## config.mk

```make
export PLATFORM = sky130hd
export DESIGN_NAME = sph_mulmod
export DESIGN_NICKNAME = d
export VERILOG_FILES = /design/src/rtl/sph_pkg.sv /design/src/rtl/sph_mulmod.sv
export SDC_FILE = /design/constraint.sdc
export NUM_CORES = 2
export LEC_CHECK = 0
export CORE_UTILIZATION = 49
export DETAILED_ROUTE_END_ITERATION = 12
export DONT_BUFFER_PORTS = 1
export PLACE_DENSITY = 0.75
export REMOVE_ABC_BUFFERS = 1
export SLEW_MARGIN = 20
export SYNTH_ARGS = -nofsm -noshare
export SYNTH_HDL_FRONTEND = slang
export SYNTH_SLANG_ARGS = --single-unit
```

## constraint.sdc

```tcl
create_clock -name clk -period 13.3 [get_ports clk]
set_input_delay 3.325 -clock clk [delete_from_list [all_inputs] [get_ports clk]]
set_output_delay 3.325 -clock clk [all_outputs]
set_load 0.1 [all_outputs]
```

## src/rtl/sph_pkg.sv

```systemverilog
// Shared types and constants for the substring polynomial hash block.
// Used by sph_mulmod, substring_polynomial_hash and the testbench; depends on nothing.
`default_nettype none

package sph_pkg;

    // field widths of the transaction payloads
    localparam int HASH_W   = 61;
    localparam int KIND_W   = 2;
    localparam int CHAR_W   = 8;
    localparam int IDX_W    = 11;
    localparam int STATUS_W = 2;

    // modulus 2^61 - 1, also the 61-bit all-ones mask
    localparam logic [HASH_W-1:0] MOD_P = '1;

    // request kinds
    localparam logic [KIND_W-1:0] KIND_APPEND = 2'd0;
    localparam logic [KIND_W-1:0] KIND_QUERY  = 2'd1;
    localparam logic [KIND_W-1:0] KIND_CLEAR  = 2'd2;

    // result status codes
    localparam logic [STATUS_W-1:0] STATUS_OK    = 2'd0;
    localparam logic [STATUS_W-1:0] STATUS_RANGE = 2'd1;
    localparam logic [STATUS_W-1:0] STATUS_FULL  = 2'd2;

    typedef struct packed {
        logic [KIND_W-1:0] kind;
        logic [CHAR_W-1:0] char_code;
        logic [IDX_W-1:0]  left_index;
        logic [IDX_W-1:0]  right_index;
    } sph_req_t;

    typedef struct packed {
        logic [HASH_W-1:0]   hash_value;
        logic [STATUS_W-1:0] status;
        logic [IDX_W-1:0]    stored_length;
    } sph_rsp_t;

endpackage

`default_nettype wire

```

## src/rtl/sph_mulmod.sv

```systemverilog
// Iterative modular multiplier (a * b) mod 2^61-1 built on one 31x31 multiplier.
// Depends on sph_pkg.
`default_nettype none

module sph_mulmod (
    input  wire logic                        clk,
    input  wire logic                        rst_n,
    input  wire logic                        start,
    input  wire logic [sph_pkg::HASH_W-1:0]  op_a,
    input  wire logic [sph_pkg::HASH_W-1:0]  op_b,
    output logic                             done,
    output logic      [sph_pkg::HASH_W-1:0]  product
);

    localparam int LO_W   = 31;
    localparam int PROD_W = 2 * LO_W;
    localparam int ACC_W  = 2 * sph_pkg::HASH_W;

    typedef enum logic [2:0] {
        M_IDLE,
        M_MUL,
        M_ACC,
        M_FOLD,
        M_SUB
    } mstate_t;

    mstate_t state_reg, state_next;
    logic [1:0] cnt_reg, cnt_next;
    logic       done_reg, done_next;

    logic [sph_pkg::HASH_W-1:0] a_reg, a_next;
    logic [sph_pkg::HASH_W-1:0] b_reg, b_next;
    logic [PROD_W-1:0]          prod_reg, prod_next;
    logic [1:0]                 sel_reg, sel_next;
    logic [ACC_W-1:0]           acc_reg, acc_next;
    logic [sph_pkg::HASH_W:0]   fold_reg, fold_next;
    logic [sph_pkg::HASH_W-1:0] product_reg, product_next;

    logic [LO_W-1:0]   op_x, op_y;
    logic [PROD_W-1:0] prod_full;
    logic [ACC_W-1:0]  acc_add;
    logic [sph_pkg::HASH_W:0] fold_minus;

    // partial product select: lo*lo, lo*hi, hi*lo, hi*hi
    assign op_x = cnt_reg[1] ? {1'b0, a_reg[sph_pkg::HASH_W-1:LO_W]} : a_reg[LO_W-1:0];
    assign op_y = cnt_reg[0] ? {1'b0, b_reg[sph_pkg::HASH_W-1:LO_W]} : b_reg[LO_W-1:0];
    assign prod_full = op_x * op_y;

    // align the registered partial product
    always_comb
    begin
        unique case (sel_reg)
            2'd0:    acc_add = ACC_W'(prod_reg);
            2'd3:    acc_add = ACC_W'(prod_reg) << (2 * LO_W);
            default: acc_add = ACC_W'(prod_reg) << LO_W;
        endcase
    end

    assign fold_minus = fold_reg - {1'b0, sph_pkg::MOD_P};

    // sequencer next state
    always_comb
    begin
        state_next   = state_reg;
        cnt_next     = cnt_reg;
        done_next    = 1'b0;
        a_next       = a_reg;
        b_next       = b_reg;
        prod_next    = prod_reg;
        sel_next     = sel_reg;
        acc_next     = acc_reg;
        fold_next    = fold_reg;
        product_next = product_reg;
        unique case (state_reg)
            M_IDLE:
            begin
                if (start)
                begin
                    a_next     = op_a;
                    b_next     = op_b;
                    acc_next   = '0;
                    cnt_next   = 2'd0;
                    state_next = M_MUL;
                end
            end
            M_MUL:
            begin
                if (cnt_reg != 2'd0)
                begin
                    acc_next = acc_reg + acc_add;
                end
                prod_next = prod_full;
                sel_next  = cnt_reg;
                cnt_next  = cnt_reg + 2'd1;
                if (cnt_reg == 2'd3)
                begin
                    state_next = M_ACC;
                end
            end
            M_ACC:
            begin
                acc_next   = acc_reg + acc_add;
                state_next = M_FOLD;
            end
            M_FOLD:
            begin
                // 2^61 = 1 mod p
                fold_next = {1'b0, acc_reg[sph_pkg::HASH_W-1:0]}
                          + {1'b0, acc_reg[ACC_W-1:sph_pkg::HASH_W]};
                state_next = M_SUB;
            end
            M_SUB:
            begin
                if (fold_reg >= {1'b0, sph_pkg::MOD_P})
                begin
                    product_next = fold_minus[sph_pkg::HASH_W-1:0];
                end
                else
                begin
                    product_next = fold_reg[sph_pkg::HASH_W-1:0];
                end
                done_next  = 1'b1;
                state_next = M_IDLE;
            end
            default:
            begin
                state_next = M_IDLE;
            end
        endcase
    end

    // state and registered outputs
    always_ff @(posedge clk or negedge rst_n)
    begin
        if (!rst_n)
        begin
            state_reg <= M_IDLE;
            cnt_reg   <= 2'd0;
            done_reg  <= 1'b0;
        end
        else
        begin
            state_reg <= state_next;
            cnt_reg   <= cnt_next;
            done_reg  <= done_next;
        end
    end

    // datapath registers
    always_ff @(posedge clk)
    begin
        a_reg       <= a_next;
        b_reg       <= b_next;
        prod_reg    <= prod_next;
        sel_reg     <= sel_next;
        acc_reg     <= acc_next;
        fold_reg    <= fold_next;
        product_reg <= product_next;
    end

    assign done    = done_reg;
    assign product = product_reg;

endmodule

`default_nettype wire

```

==> flow_summary.json <==
{
  "num_vias": 45100,
  "finalSetupViolCount": 0,
  "cp.required_ps": 13740,
  "timing.final.ws_setup_ps": 3450,
  "crit_fanout": 30,
  "synthFlopType": "edfxtp_1",
  "outcome": "finished, final reports clean",
  "worstMarginPinSlew_ps": 1140,
  "postRouteAntennaNets": 0,
  "synth-edff-count": 431,
  "start_util_pct": 49.4,
  "max_stage_delay_ps": 770,
  "path_class": "reg2reg",
  "fin_crit_sh_pct": 74.1,
  "place_area_mm2": 0.0600,
  "gp_congestion": 1.04,
  "die_w_um": 347,
  "synth.cell_area_mm2": 0.0584,
  "antenna_found_initial": 2,
  "post_cts_resized": 0,
  "largest_reg_flops": 122,
  "synth-async-reset-ratio_pct": 1.37,
  "root_buffer": "clkbuf_16",
  "cap_violations": 0,
  "slew_headroom_pct": 23.8,
  "clockBufferDepth": 3,
  "cpMostUsedCell": "fa_1",
  "startpoint_type": "flop",
  "ys_seq_area_share_pct": 22.4,
  "drv_slew": 0,
  "grt_pass1_wl_um": 276000,
  "yosys.area.top_type_share_pct": 28.8,
  "final_cell_mix": "inv_1, fa_1, nor2_1",
  "clkLatencyLatePin_ps": 690,
  "grt_remaining_overflow": 0,
  "post_cts.repair.setup_buffers": 0,
  "min_path_type": "reg2reg",
  "rsz0062_at_grt": "no",
  "drc": 0,
  "row_count": 126,
  "cts_sinks": 437,
  "final_common_cell": "inv_1",
  "slowest_stage": "dfrtp_4",
  "wl_um": 183000,
  "grt_start_max_net_pins": 123,
  "viasPerCell": 5.90,
  "nets": 7461,
  "ys_types": 100,
  "dieArea_mm2": 0.121,
  "cts_hold_buf": 0,
  "fin_area_mm2": 0.0618,
  "cts_tree": "yes",
  "fin_crit_ps": 9850,
  "max_freq_ghz": 0.102,
  "post_drt_wl_per_cell_um": 23.9,
  "endpoint_kind": "flop",
  "postSynthAreaPerCell_um2": 9.40,
  "dieHeight_um": 347,
  "hpwl_um": 147000,
  "yosys_warnings": 0,
  "grt_pass1_vias": 46100,
  "syn_to_final_growth_pct": 5.77,
  "drive_gt1_share_pct": 5.25,
  "coreArea_mm2": 0.118,
  "timing.final.hold_violations": 0,
  "grt_usage_pct": 30.3,
  "cp_data_arrival_time_ps": 10290,
  "cts.htree.levels": 2,
  "cts_buffers": 53,
  "io_pins": 187,
  "final.setup_skew_ps": 40.2,
  "ys_seq_elements": 437,
  "yosys-top-cells-area": "fa_1, edfxtp_1, ha_1, inv_1, nor2_1",
  "post-route-util_pct": 52.3,
  "synth_area_leader_cell": "fa_1",
  "drtIter0Drc": 4116,
  "synth_cells": 6212,
  "first_pass_iters": 6,
  "place_ws_ps": 3290,
  "cts.clk_slew.worst_paths_ps": 70,
  "port_buffers": 0
}
[metrics by stage]
stage / std cells / hold WS, ps / TNS [ps]
detailed placement: 7536 / 558 / 0
floorplan: 5922 / 539 / -409110
CTS: 7633 / 571 / 0
finish: 7637 / 568 / 0
global placement: 7536 / 546 / 0
global route: 7634 / 595 / 0
[path summary, 6_finish.rpt]
kind                       slack, ps              startpoint  cells after the start                endpoint
max                             3450  cnt_reg[0]$_DFFE_PN0P_                     31  prod_reg[58]$_DFFE_PP_
min                              570  fold_reg[22]$_DFFE_PP_                      1   product[22]$_DFFE_PP_
max reg2reg                     3450  cnt_reg[0]$_DFFE_PN0P_                     31  prod_reg[58]$_DFFE_PP_
min reg2reg                      570  fold_reg[22]$_DFFE_PP_                      1   product[22]$_DFFE_PP_
max in group asynchronous      10890                   rst_n                      0  cnt_reg[0]$_DFFE_PN0P_
min in group asynchronous       2330                   rst_n                      0          done$_DFF_PN0_
[layout make-up]
class                      instances  area (um2)
clock inverter                    39         408
tap                             1536        1920
multi-input combinational       4575       41000
clock buffer                      58        1350
sequential                       437       13100
timing repair buffer              78         598
inverter                         910        3420
antenna                            4        10.0
fill                           10600       56300
[critical path, delay by kind of cell (launching register included)]
| kind | cells | cell delay (ps) |
|---|---|---|
| flip-flops | 1 | 770 |
| multiplexers | 1 | 260 |
| AND/OR/NAND/NOR | 4 | 740 |
| AO/OA/AOI/OAI | 9 | 2050 |
| adder cells (fa/ha/maj) | 9 | 4490 |
| buffers and inverters | 8 | 1230 |
[cell usage after synthesis, types with 56 or more instances]
master	count
a21o_1	156
a21oi_1	295
and2_1	93
clkbuf_1	249
edfxtp_1	431
fa_1	839
ha_1	442
inv_1	909
mux2_2	60
mux2i_1	56
nand2_1	712
nand3_1	66
nand4_1	97
nor2_1	758
o21ai_0	165
o21bai_1	64
xnor2_1	198
xor2_1	90
[kinds of logic after synthesis]
| kind of cell | count (synthesis) | share of synthesized area [%] |
|---|---|---|
| AND/OR/NAND/NOR | 1943 | 14.5 |
| adder cells (fa/ha/maj) | 1281 | 38.2 |
| buffers and inverters | 1200 | 7.78 |
| AO/OA/AOI/OAI | 947 | 10.6 |
| flip-flops | 437 | 22.4 |
| XOR/XNOR | 288 | 4.32 |
| multiplexers | 116 | 2.12 |
[layer usage]
layer,up-vias,global-route usage [%],wire (um),share of wire [%]
met4,2,17.7,13000,7.1
met3,584,7.93,19200,11
met5,-,0,19,0.010
li1,19900,-,-,-
met2,2451,47.6,81000,44
met1,22100,37.8,69400,38
Power is not shown: default switching activity piles up to over one toggle a cycle in this logic, so the estimate is an artifact.
